==> config.mk <==
export PLATFORM = sky130hd
export DESIGN_NAME = decimal_text_to_fixed_point
export DESIGN_NICKNAME = d
export VERILOG_FILES = /design/src/rtl/core/dtfp_pkg.sv /design/src/rtl/core/decimal_text_to_fixed_point.sv /design/src/rtl/core/dtfp_front.sv /design/src/rtl/core/dtfp_queue.sv /design/src/rtl/core/dtfp_back.sv
export VERILOG_INCLUDE_DIRS = /design/src /design/src/rtl/core
export SDC_FILE = /design/constraint.sdc
export NUM_CORES = 2
export LEC_CHECK = 0
export ABC_CLOCK_PERIOD_IN_PS = 4720
export BUFFER_PORTS_ARGS = -buffer_cell sky130_fd_sc_hd__buf_2
export CAP_MARGIN = 10
export CORE_MARGIN = 3
export CORE_UTILIZATION = 25
export CTS_BUF_LIST = sky130_fd_sc_hd__clkbuf_8 sky130_fd_sc_hd__clkbuf_16
export CTS_CLUSTER_DIAMETER = 50
export CTS_CLUSTER_SIZE = 24
export DETAILED_ROUTE_END_ITERATION = 7
export GPL_TIMING_DRIVEN = 0
export MAX_ROUTING_LAYER = met4
export PLACE_DENSITY = 0.38
export SYNTH_ARGS = -nofsm -noshare
export SYNTH_HDL_FRONTEND = slang
export SYNTH_HIERARCHICAL = 1
export SYNTH_SLANG_ARGS = --single-unit
==> constraint.sdc <==
create_clock -name clk -period 4.72 [get_ports clk]
set_input_delay 0.944 -clock clk [delete_from_list [all_inputs] [get_ports clk]]
set_output_delay 0.944 -clock clk [all_outputs]
set_load 0.01 [all_outputs]
==> src/rtl/core/decimal_text_to_fixed_point_macros.svh <==
// ----------------------------------------------------------------------------
// Assertion macros for decimal_text_to_fixed_point
// Concurrent checks clocked on clk, disabled while arst_n is low.
// ----------------------------------------------------------------------------
`ifndef DECIMAL_TEXT_TO_FIXED_POINT_MACROS_SVH
`define DECIMAL_TEXT_TO_FIXED_POINT_MACROS_SVH

`ifndef ASSERT_OFF
`define DTFP_ASSERT(lbl, prop, msg) \
	lbl: assert property (@(posedge clk) disable iff (!arst_n) prop) else $error(msg);
`define DTFP_ASSERT_NEXT(lbl, pre, post, msg) \
	lbl: assert property (@(posedge clk) disable iff (!arst_n) (pre) |=> (post)) else $error(msg);
`else
`define DTFP_ASSERT(lbl, prop, msg)
`define DTFP_ASSERT_NEXT(lbl, pre, post, msg)
`endif

`endif

==> src/rtl/core/dtfp_pkg.sv <==
// ----------------------------------------------------------------------------
// dtfp_pkg
// Shared widths, power-of-ten table and the parse job record.
// ----------------------------------------------------------------------------
package dtfp_pkg;

	localparam int FRAC_BITS       = 16;
	localparam int MAX_DECIMAL_EXP = 18;

	localparam int CHAR_W   = 8;
	localparam int VALUE_W  = 48;
	localparam int FDIG_W   = 5;
	localparam int FDIG_MAX = 31;
	localparam int EXPM_W   = 7;
	localparam int EXPM_MAX = 127;

	// log2(10) < 10/3, log10(2) < 1/3
	localparam int MANT_W = MAX_DECIMAL_EXP * 10 / 3 + 1;
	localparam int K_MAX  = MAX_DECIMAL_EXP + FRAC_BITS / 3 + 1;
	localparam int KI_W   = $clog2(K_MAX + 1);
	localparam int DIV_W  = K_MAX * 10 / 3 + 1;
	localparam int NUM_W  = MANT_W + FRAC_BITS;
	localparam int ACC_W  = (NUM_W > VALUE_W) ? NUM_W : VALUE_W;
	localparam int CNT_W  = ($clog2(ACC_W + 1) > EXPM_W) ? $clog2(ACC_W + 1) : EXPM_W;
	localparam int EXP_W  = EXPM_W + 2;

	localparam int Q_DEPTH = 2;
	localparam int Q_AW    = $clog2(Q_DEPTH);

	typedef logic [DIV_W-1:0] pow10_t;
	typedef pow10_t pow10_tab_t [K_MAX+1];

	function automatic pow10_tab_t make_pow10();
		pow10_tab_t t;
		t[0] = pow10_t'(1);
		for (int i = 1; i <= K_MAX; i++) begin
			t[i] = t[i-1] * pow10_t'(10);
		end
		return t;
	endfunction

	localparam pow10_tab_t POW10 = make_pow10();
	localparam logic [MANT_W-1:0] MANT_LIM = POW10[MAX_DECIMAL_EXP-1][MANT_W-1:0];

	typedef struct packed {
		logic                neg;
		logic                ovf;
		logic                exp_neg;
		logic [EXPM_W-1:0]   exp_mag;
		logic [FDIG_W-1:0]   frac_dig;
		logic [MANT_W-1:0]   mant;
	} job_t;

endpackage

==> src/rtl/core/decimal_text_to_fixed_point.sv <==
// ----------------------------------------------------------------------------
// decimal_text_to_fixed_point
// Decimal text in, one character per transfer; signed fixed point out.
//
//  channel | dir | tdata            | tuser      | tlast
//  s_      | in  | [7:0] char_code  | -          | last_char
//  m_      | out | [47:0] value     | saturated  | -
//
// Parser takes one character per cycle unless the 2-entry job queue behind
// it is full. Scaler per string: a zero or overflowed mantissa goes straight
// to ST_FIN, a non-negative decimal exponent uses iterated x10 (ends early on
// saturation), a negative one the one-bit-per-cycle restoring divider.
// Reset clears all control state; no clearing pass.
// s_tready drops only while the job queue is full.
// ----------------------------------------------------------------------------
module decimal_text_to_fixed_point (
	input  logic        clk,
	input  logic        arst_n,
	input  logic        s_tvalid,
	output logic        s_tready,
	input  logic [7:0]  s_tdata,   // [7:0] char_code
	input  logic        s_tlast,
	output logic        m_tvalid,
	input  logic        m_tready,
	output logic [47:0] m_tdata,   // [47:0] value
	output logic        m_tuser    // [0] saturated
);

	logic              take;
	logic              push;
	logic              full;
	logic              pop;
	logic              job_valid;
	dtfp_pkg::job_t    job_in;
	dtfp_pkg::job_t    job_out;

	assign s_tready = !full;
	assign take     = s_tvalid && !full;

	dtfp_front u_front (
		.clk       (clk),
		.arst_n    (arst_n),
		.take      (take),
		.char_code (s_tdata),
		.last_char (s_tlast),
		.push      (push),
		.job       (job_in)
	);

	dtfp_queue u_queue (
		.clk       (clk),
		.arst_n    (arst_n),
		.push      (push),
		.job_in    (job_in),
		.full      (full),
		.pop       (pop),
		.job_valid (job_valid),
		.job_out   (job_out)
	);

	dtfp_back u_back (
		.clk       (clk),
		.arst_n    (arst_n),
		.job_valid (job_valid),
		.job       (job_out),
		.pop       (pop),
		.m_valid   (m_tvalid),
		.m_ready   (m_tready),
		.value     (m_tdata),
		.saturated (m_tuser)
	);

endmodule

==> src/rtl/core/dtfp_front.sv <==
// ----------------------------------------------------------------------------
// dtfp_front
// Character parser: sign, digits, point, exponent; emits one job per string.
// ----------------------------------------------------------------------------
module dtfp_front (
	input  logic                            clk,
	input  logic                            arst_n,
	input  logic                            take,
	input  logic [dtfp_pkg::CHAR_W-1:0]     char_code,
	input  logic                            last_char,
	output logic                            push,
	output dtfp_pkg::job_t                  job
);

	localparam logic [dtfp_pkg::CHAR_W-1:0] CH_0     = 8'h30;
	localparam logic [dtfp_pkg::CHAR_W-1:0] CH_9     = 8'h39;
	localparam logic [dtfp_pkg::CHAR_W-1:0] CH_MINUS = 8'h2D;
	localparam logic [dtfp_pkg::CHAR_W-1:0] CH_PLUS  = 8'h2B;
	localparam logic [dtfp_pkg::CHAR_W-1:0] CH_DOT   = 8'h2E;
	localparam logic [dtfp_pkg::CHAR_W-1:0] CH_E_LO  = 8'h65;
	localparam logic [dtfp_pkg::CHAR_W-1:0] CH_E_UP  = 8'h45;
	localparam int EM_W = dtfp_pkg::EXPM_W + 4;

	typedef enum logic [2:0] {
		PH_SIGN,
		PH_INT,
		PH_FRAC,
		PH_ESIGN,
		PH_EDIG,
		PH_STOP
	} phase_t;

	phase_t                           phase_q, phase_nx;
	logic                             neg_q, neg_nx;
	logic [dtfp_pkg::MANT_W-1:0]      mant_q, mant_nx;
	logic [dtfp_pkg::FDIG_W-1:0]      fd_q, fd_nx;
	logic                             eneg_q, eneg_nx;
	logic [dtfp_pkg::EXPM_W-1:0]      emag_q, emag_nx;
	logic                             ovf_q, ovf_nx;

	always_comb begin
		logic                         is_dig;
		logic                         sign_ch;
		logic                         exp_ch;
		logic [3:0]                   dig;
		logic                         mant_ok;
		logic [dtfp_pkg::MANT_W-1:0]  mant_push;
		logic [EM_W-1:0]              emag_calc;

		is_dig    = (char_code >= CH_0) && (char_code <= CH_9);
		sign_ch   = (char_code == CH_MINUS) || (char_code == CH_PLUS);
		exp_ch    = (char_code == CH_E_LO) || (char_code == CH_E_UP);
		dig       = char_code[3:0];
		mant_ok   = mant_q < dtfp_pkg::MANT_LIM;
		mant_push = (mant_q << 3) + (mant_q << 1) + dtfp_pkg::MANT_W'(dig);
		emag_calc = (EM_W'(emag_q) << 3) + (EM_W'(emag_q) << 1) + EM_W'(dig);

		phase_nx = phase_q;
		neg_nx   = neg_q;
		mant_nx  = mant_q;
		fd_nx    = fd_q;
		eneg_nx  = eneg_q;
		emag_nx  = emag_q;
		ovf_nx   = ovf_q;

		unique case (phase_q) inside
			PH_SIGN, PH_INT: begin
				if (phase_q == PH_SIGN && sign_ch) begin
					neg_nx   = (char_code == CH_MINUS);
					phase_nx = PH_INT;
				end else if (is_dig) begin
					phase_nx = PH_INT;
					if (mant_ok) begin
						mant_nx = mant_push;
					end else begin
						ovf_nx = 1'b1;
					end
				end else if (char_code == CH_DOT) begin
					phase_nx = PH_FRAC;
				end else if (exp_ch) begin
					phase_nx = PH_ESIGN;
				end else begin
					phase_nx = PH_STOP;
				end
			end
			PH_FRAC: begin
				if (is_dig) begin
					if (fd_q != dtfp_pkg::FDIG_W'(dtfp_pkg::FDIG_MAX) && mant_ok) begin
						mant_nx = mant_push;
						fd_nx   = fd_q + dtfp_pkg::FDIG_W'(1);
					end
				end else if (exp_ch) begin
					phase_nx = PH_ESIGN;
				end else begin
					phase_nx = PH_STOP;
				end
			end
			PH_ESIGN, PH_EDIG: begin
				if (phase_q == PH_ESIGN && sign_ch) begin
					eneg_nx  = (char_code == CH_MINUS);
					phase_nx = PH_EDIG;
				end else if (is_dig) begin
					phase_nx = PH_EDIG;
					emag_nx  = (emag_calc > EM_W'(dtfp_pkg::EXPM_MAX))
						? dtfp_pkg::EXPM_W'(dtfp_pkg::EXPM_MAX) : emag_calc[dtfp_pkg::EXPM_W-1:0];
				end else begin
					phase_nx = PH_STOP;
				end
			end
			default: ;
		endcase
	end

	always_ff @(posedge clk or negedge arst_n) begin
		if (!arst_n) begin
			phase_q <= PH_SIGN;
			neg_q   <= 1'b0;
			mant_q  <= '0;
			fd_q    <= '0;
			eneg_q  <= 1'b0;
			emag_q  <= '0;
			ovf_q   <= 1'b0;
		end else if (take) begin
			if (last_char) begin
				phase_q <= PH_SIGN;
				neg_q   <= 1'b0;
				mant_q  <= '0;
				fd_q    <= '0;
				eneg_q  <= 1'b0;
				emag_q  <= '0;
				ovf_q   <= 1'b0;
			end else begin
				phase_q <= phase_nx;
				neg_q   <= neg_nx;
				mant_q  <= mant_nx;
				fd_q    <= fd_nx;
				eneg_q  <= eneg_nx;
				emag_q  <= emag_nx;
				ovf_q   <= ovf_nx;
			end
		end
	end

	assign push         = take && last_char;
	assign job.neg      = neg_nx;
	assign job.ovf      = ovf_nx;
	assign job.exp_neg  = eneg_nx;
	assign job.exp_mag  = emag_nx;
	assign job.frac_dig = fd_nx;
	assign job.mant     = mant_nx;

endmodule

==> src/rtl/core/dtfp_queue.sv <==
// ----------------------------------------------------------------------------
// dtfp_queue
// Short job queue between parser and scaler.
// ----------------------------------------------------------------------------
`include "decimal_text_to_fixed_point_macros.svh"

module dtfp_queue (
	input  logic              clk,
	input  logic              arst_n,
	input  logic              push,
	input  dtfp_pkg::job_t    job_in,
	output logic              full,
	input  logic              pop,
	output logic              job_valid,
	output dtfp_pkg::job_t    job_out
);

	dtfp_pkg::job_t                 fifo_q [dtfp_pkg::Q_DEPTH];
	logic [dtfp_pkg::Q_AW-1:0]      wr_ptr_q;
	logic [dtfp_pkg::Q_AW-1:0]      rd_ptr_q;
	logic [dtfp_pkg::Q_AW:0]        count_q;
	logic                           do_push;
	logic                           do_pop;

	assign full      = (count_q == (dtfp_pkg::Q_AW+1)'(dtfp_pkg::Q_DEPTH));
	assign job_valid = (count_q != '0);
	assign job_out   = fifo_q[rd_ptr_q];
	assign do_push   = push && !full;
	assign do_pop    = pop && job_valid;

	always_ff @(posedge clk) begin
		if (do_push) begin
			fifo_q[wr_ptr_q] <= job_in;
		end
	end

	always_ff @(posedge clk or negedge arst_n) begin
		if (!arst_n) begin
			wr_ptr_q <= '0;
			rd_ptr_q <= '0;
			count_q  <= '0;
		end else begin
			if (do_push) begin
				wr_ptr_q <= wr_ptr_q + dtfp_pkg::Q_AW'(1);
			end
			if (do_pop) begin
				rd_ptr_q <= rd_ptr_q + dtfp_pkg::Q_AW'(1);
			end
			if (do_push && !do_pop) begin
				count_q <= count_q + (dtfp_pkg::Q_AW+1)'(1);
			end else if (do_pop && !do_push) begin
				count_q <= count_q - (dtfp_pkg::Q_AW+1)'(1);
			end
		end
	end

	`DTFP_ASSERT(a_q_no_push_full, push |-> !full, "job pushed into full queue")
	`DTFP_ASSERT_NEXT(a_q_count_up, push && !full && !pop, count_q != '0, "push lost")

endmodule

==> src/rtl/core/dtfp_back.sv <==
// ----------------------------------------------------------------------------
// dtfp_back
// Scaler: mantissa x 10^e x 2^FRAC_BITS by iterated x10 or restoring division,
// then clamp, sign and output register.
// ----------------------------------------------------------------------------
`include "decimal_text_to_fixed_point_macros.svh"

module dtfp_back (
	input  logic                             clk,
	input  logic                             arst_n,
	input  logic                             job_valid,
	input  dtfp_pkg::job_t                   job,
	output logic                             pop,
	output logic                             m_valid,
	input  logic                             m_ready,
	output logic [dtfp_pkg::VALUE_W-1:0]     value,
	output logic                             saturated
);

	localparam int VW = dtfp_pkg::VALUE_W;
	localparam int AW = dtfp_pkg::ACC_W;
	localparam int DW = dtfp_pkg::DIV_W;
	localparam int EW = dtfp_pkg::EXP_W;
	localparam logic [VW-1:0] POS_LIM = {1'b0, {(VW-1){1'b1}}};
	localparam logic [VW-1:0] NEG_LIM = {1'b1, {(VW-1){1'b0}}};
	localparam logic [VW-1:0] POS_D10 = POS_LIM / 10;
	localparam logic [VW-1:0] NEG_D10 = NEG_LIM / 10;

	typedef enum logic [1:0] {
		ST_IDLE,
		ST_MUL,
		ST_DIV,
		ST_FIN
	} state_t;

	state_t                         state_q;
	logic                           neg_q;
	logic                           sat_q;
	logic [VW-1:0]                  mag_q;
	logic [AW-1:0]                  acc_q;
	logic [DW-1:0]                  rem_q;
	logic [DW-1:0]                  div_q;
	logic [dtfp_pkg::CNT_W-1:0]     cnt_q;
	logic                           m_valid_q;
	logic [VW-1:0]                  value_q;
	logic                           sat_out_q;

	logic [EW-1:0]                  e_u;
	logic [EW-1:0]                  k_full;
	logic [dtfp_pkg::KI_W-1:0]      k_idx;
	logic [AW-1:0]                  num_init;
	logic [VW-1:0]                  lim;
	logic [VW-1:0]                  lim_d10;
	logic [VW-1:0]                  lim_shr;
	logic [AW-1:0]                  mul_mag;
	logic [DW:0]                    rem_sh;
	logic                           ge;
	logic [DW:0]                    rem_nx;
	logic [VW-1:0]                  fin_mag;

	always_comb begin
		e_u = (job.exp_neg ? (EW'(0) - EW'(job.exp_mag)) : EW'(job.exp_mag))
			- EW'(job.frac_dig);
		k_full   = EW'(0) - e_u;
		k_idx    = (k_full > EW'(dtfp_pkg::K_MAX)) ? dtfp_pkg::KI_W'(dtfp_pkg::K_MAX)
			: k_full[dtfp_pkg::KI_W-1:0];
		num_init = AW'(job.mant) << dtfp_pkg::FRAC_BITS;

		lim     = neg_q ? NEG_LIM : POS_LIM;
		lim_d10 = neg_q ? NEG_D10 : POS_D10;
		lim_shr = lim >> dtfp_pkg::FRAC_BITS;
		mul_mag = acc_q << dtfp_pkg::FRAC_BITS;

		rem_sh = {rem_q, acc_q[AW-1]};
		ge     = rem_sh >= {1'b0, div_q};
		rem_nx = ge ? (rem_sh - {1'b0, div_q}) : rem_sh;

		fin_mag = sat_q ? lim : mag_q;
	end

	assign pop = (state_q == ST_IDLE) && job_valid;

	always_ff @(posedge clk or negedge arst_n) begin
		if (!arst_n) begin
			state_q   <= ST_IDLE;
			neg_q     <= 1'b0;
			sat_q     <= 1'b0;
			mag_q     <= '0;
			acc_q     <= '0;
			rem_q     <= '0;
			div_q     <= '0;
			cnt_q     <= '0;
			m_valid_q <= 1'b0;
			value_q   <= '0;
			sat_out_q <= 1'b0;
		end else begin
			if (state_q == ST_FIN && (!m_valid_q || m_ready)) begin
				m_valid_q <= 1'b1;
			end else if (m_valid_q && m_ready) begin
				m_valid_q <= 1'b0;
			end
			unique case (state_q)
				ST_IDLE: begin
					if (job_valid) begin
						neg_q <= job.neg;
						sat_q <= job.ovf;
						mag_q <= '0;
						if (job.ovf) begin
							state_q <= ST_FIN;
						end else if (job.mant == '0) begin
							state_q <= ST_FIN;
						end else if (!e_u[EW-1]) begin
							acc_q   <= AW'(job.mant);
							cnt_q   <= dtfp_pkg::CNT_W'(e_u[dtfp_pkg::EXPM_W-1:0]);
							state_q <= ST_MUL;
						end else begin
							acc_q   <= num_init;
							rem_q   <= '0;
							div_q   <= dtfp_pkg::POW10[k_idx];
							cnt_q   <= dtfp_pkg::CNT_W'(AW);
							state_q <= ST_DIV;
						end
					end
				end
				ST_MUL: begin
					if (cnt_q == '0) begin
						if (acc_q > AW'(lim_shr)) begin
							sat_q <= 1'b1;
						end else begin
							mag_q <= mul_mag[VW-1:0];
						end
						state_q <= ST_FIN;
					end else if (acc_q > AW'(lim_d10)) begin
						sat_q   <= 1'b1;
						state_q <= ST_FIN;
					end else begin
						acc_q <= (acc_q << 3) + (acc_q << 1);
						cnt_q <= cnt_q - dtfp_pkg::CNT_W'(1);
					end
				end
				ST_DIV: begin
					if (cnt_q == '0) begin
						if (acc_q > AW'(lim)) begin
							sat_q <= 1'b1;
						end else begin
							mag_q <= acc_q[VW-1:0];
						end
						state_q <= ST_FIN;
					end else begin
						rem_q <= rem_nx[DW-1:0];
						acc_q <= {acc_q[AW-2:0], ge};
						cnt_q <= cnt_q - dtfp_pkg::CNT_W'(1);
					end
				end
				ST_FIN: begin
					if (!m_valid_q || m_ready) begin
						value_q   <= neg_q ? (VW'(0) - fin_mag) : fin_mag;
						sat_out_q <= sat_q;
						state_q   <= ST_IDLE;
					end
				end
			endcase
		end
	end

	assign m_valid   = m_valid_q;
	assign value     = value_q;
	assign saturated = sat_out_q;

	`DTFP_ASSERT(a_sat_clamped, (m_valid_q && sat_out_q) |-> (value_q == POS_LIM || value_q == NEG_LIM), "saturated result not at a limit")
	`DTFP_ASSERT(a_valid_from_fin, $rose(m_valid_q) |-> $past(state_q == ST_FIN), "result raised outside final state")
	`DTFP_ASSERT_NEXT(a_div_runs, state_q == ST_DIV && cnt_q != '0, state_q == ST_DIV, "division left early")

endmodule
==> results.py <==
metrics = {
    "final_layout": {
        "drive_gt1_frac": 0.145,
        "layout.cells.non_filler": 7777,
        "n_fill_cell": 18589,
        "syn_to_final_growth_pct": 20.5,
        "diodes": 0,
        "final_core_util": 0.304,
        "final_cell_mix": "nand2_1 (640), o21ai_0 (456), a21oi_1 (422)",
        "fin_nets": 5747,
        "layout_commonest_cell": "nand2_1",
    },
    "route": {
        "drt_iter0_markers": 2999,
        "dr.pass1.iters": 5,
        "vias_per_cell": 5.27,
        "via_count": 40992,
        "wirelength_um": 181000,
        "ant_nets": 0,
        "avgRoutedWirePerCell_um": 23.2,
        "remaining_drc_errors": 0,
    },
    "synthesis": {
        "synthArstFlopShare": 0.735,
        "synth_cells": 5117,
        "synth_cell_type_count": 107,
        "syn_area_um2": 44100,
        "synth-edff-count": 152,
        "synthXorXnorAreaFrac": 0.0431,
        "seq_area_frac_synth": 0.343,
        "synthFlopType": "dfrtp_1",
        "syn_nets": 5491,
        "synth-simple-area-share": 0.159,
        "synthAdderAreaFrac": 0.104,
        "synth_top_family_by_area": "compound AO/OA/AOI/OAI gates",
        "synth.top_cell.area_share": 0.239,
        "ys_warn_count": 6,
        "yosysTopAreaCell": "dfrtp_1",
        "synth.area.top_cells": "dfrtp_1 (24%), edfxtp_1 (10%), ha_1 (10%)",
        "ys_seq_elements": 573,
        "synth.avg_cell_area_um2": 8.61,
        "synth-compound-area-share": 0.265,
        "synthMuxAreaShare": 0.0425,
    },
    "worst_hold_path": {
        "min_path_type": "in -> async",
    },
    "run_status": {
        "outcome": "complete, but fails checks",
        "violations": "setup timing",
    },
    "grt": {
        "antenna_found_initial": 1,
        "grt_use_total": 0.200,
        "grt_pass1_wl_um": 271000,
        "grt_pass1_vias": 40274,
        "grt_max_degree": 113,
        "overflow": 0,
    },
    "power": {
        "ir_drop_mv": 0.795,
        "power_leakage_uw": 0.0229,
        "power_density_nw_per_um2": 801,
    },
    "worst_setup_path": {
        "crit_end": "u_back/div_q[20]",
        "arrival_ns": 5.46,
        "worst-path-max-fanout": 5,
        "end_kind": "flop",
        "worstPathRequired_ns": 5.27,
        "critical_path_class": "reg -> reg",
        "r2r-start": "u_queue/rd_ptr_q",
        "r2r_end": "u_back/div_q[20]",
        "start_kind": "flop",
        "rr_worst_depth": 18,
        "critPathLaunch": "u_queue/rd_ptr_q",
        "r2r_slack_ns": -0.19,
    },
    "floorplan": {
        "die_y_um": 426,
        "io_pins": 64,
        "start_util": 0.252,
        "core_area_um2": 175000,
        "die-area_um2": 181000,
        "rows": 153,
        "die_w_um": 426,
    },
    "sta": {
        "final.setup.tns_ns": -2.34,
        "grt_setup_unrepaired": "true",
        "fin_crit_sh": 1.04,
        "finalHoldViolCount": 0,
        "drv_slew": 0,
        "whs_ns": 0.0780,
        "finalSetupViolCount": 28,
        "worst_pin_slew_ns": 1.25,
        "timing.final.ws_setup_ns": -0.188,
        "slew_headroom": 0.164,
        "clock_skew_ns": 0.0398,
        "fmax_ghz": 0.204,
        "min_period_ns": 4.91,
    },
    "cts": {
        "cts_buffer_depth": 3,
        "cts-root-buf": "clkbuf_16",
        "cts.sinks": 573,
        "cts_tree": "done",
        "cts-htree-levels": 3,
        "clk_pin_slew_worst_paths_ns": 0.06,
        "ctsHoldBuffers": 0,
        "insertion_delay_ns": 0.72,
        "cts_inserted_buffers": 93,
    },
    "place": {
        "detailedPlace.worstSlack_ns": -1.73,
        "gp_congestion": 0.917,
        "io_buffer_count": 63,
        "hpwl_um": 139000,
        "place_inst": 7516,
    },
    "run": {
        "maxCapViolations": 0,
    },
}
-- synth_stat cells, types with 17 or more instances --
library cell and number:
nand2b_1 28, a221oi_1 45, a21o_1 159, nor2_1 305, o21ai_0 482, mux2i_1 23, nor2b_1 33, or4_1 23
a211o_1 17, nor3_1 84, o31ai_1 52, a211oi_1 46, nand2_1 657, a22oi_1 31, and2_1 20, inv_1 177
o211ai_1 42, or2_2 17, edfxtp_1 152, mux2_2 106, buf_2 19, a22o_1 128, xor2_1 93, ha_1 354
xnor2_1 124, mux2_4 30, a31oi_1 41, o22ai_1 23, nor4_1 44, o21a_1 41, and3_1 44, clkbuf_1 276
a21oi_1 446, dfrtp_1 421, nand4_1 114, nand3_1 94, o21bai_1 43
-- cell families after synthesis --
kind of cell	count (synthesis)
AOI/OAI and AO/OA	1796
and+or+nand+nor	1516
DFF	573
buffers and inverters	495
adders and majority gates	361
xor gates and xnor gates	217
muxes	159
-- timing repair --
item / in CTS / in global routing
endpoints found under the setup margin: 301 / 220
cloned: 1 / 1
setup buffers: 49 / 42
pin swaps: 48 / 48
gates resized for setup: 246 / 162
-- report_power, final --
part	leakage, uW	internal (uW)	total [uW]	switching [uW]
logic	0.0143	9670	27600	17900
clock network	0.00161	4210	7170	2960
registers	0.00699	6280	7750	1470
total	0.0229	20200	42500	22400
-- critical path: stages (launching register included) --
cell and delay, ns:
dfrtp_1 0.37, buf_6 0.13, buf_12 0.13, buf_4 0.15
mux2_4 0.32, or4_4 0.55, o21a_4 0.24, xnor2_2 0.14
or4_4 0.52, a41o_1 0.19, a311o_1 0.38, o22ai_4 0.25
and3_4 0.30, clkinvlp_4 0.22, ha_4 0.25, a31oi_4 0.14
a211oi_2 0.10, o21ai_2 0.25, o21ai_1 0.10
-- stage by stage --
stage	power [uW]	instance area, um^2
finish	42500	53100
CTS	40800	52200
floorplan	22500	44100
global placement	31400	47400
global route	45200	53100
detailed placement	31000	47600
-- how the worst min path moves through the flow --
stage	from	endpoint	slack, ns	depth (start not counted)
detailed placement	u_back/value[34]	u_back/value[34]	0.47	2
global route	arst_n	u_back/rem_q[38]	0.06	1
floorplan	u_back/div_q[0]	u_back/div_q[0]	0.44	2
global placement	u_back/value[16]	u_back/value[16]	0.46	2
CTS	arst_n	u_back/rem_q[38]	0.02	1
finish	arst_n	u_back/rem_q[38]	0.08	1
-- registers in the layout, summed over array words and instances, names as in the netlist, 2 cells and up --
| signal | cells |
|---|---|
| u_back/acc_q | 77 |
| u_front/emag_q | 7 |
| u_back/mag_q | 48 |
| u_back/cnt_q | 7 |
| u_queue/count_q | 2 |
| u_back/value | 48 |
| u_back/state_q | 2 |
| u_front/phase_q | 3 |
| u_front/fd_q | 5 |
| u_back/rem_q | 81 |
| u_back/div_q | 71 |
| u_front/mant_q | 61 |
| u_queue/fifo_q | 152 |
-- per-layer routing --
metal,vias to the layer above,share of wire,global-route usage
met3,203,0.043,0.0208
met1,20099,0.47,0.273
met5,-,0,-
met2,1066,0.47,0.319
met4,0,0.020,0.0456
li1,19624,-,-
-- cell type report --
| type | instances | area [um^2] | area share |
|---|---|---|---|
| plain buffers | 310 | 1490 | 0.0281 |
| clock inverters | 77 | 920 | 0.0173 |
| clock buffers | 97 | 2380 | 0.0448 |
| repair buffers | 167 | 1390 | 0.0261 |
| multi-input cells | 4049 | 28200 | 0.532 |
| flip-flops and latches | 573 | 15100 | 0.284 |
| well taps | 2325 | 2910 | 0.0548 |
| inverters | 179 | 691 | 0.0130 |
(Power assumes the default switching activity.)
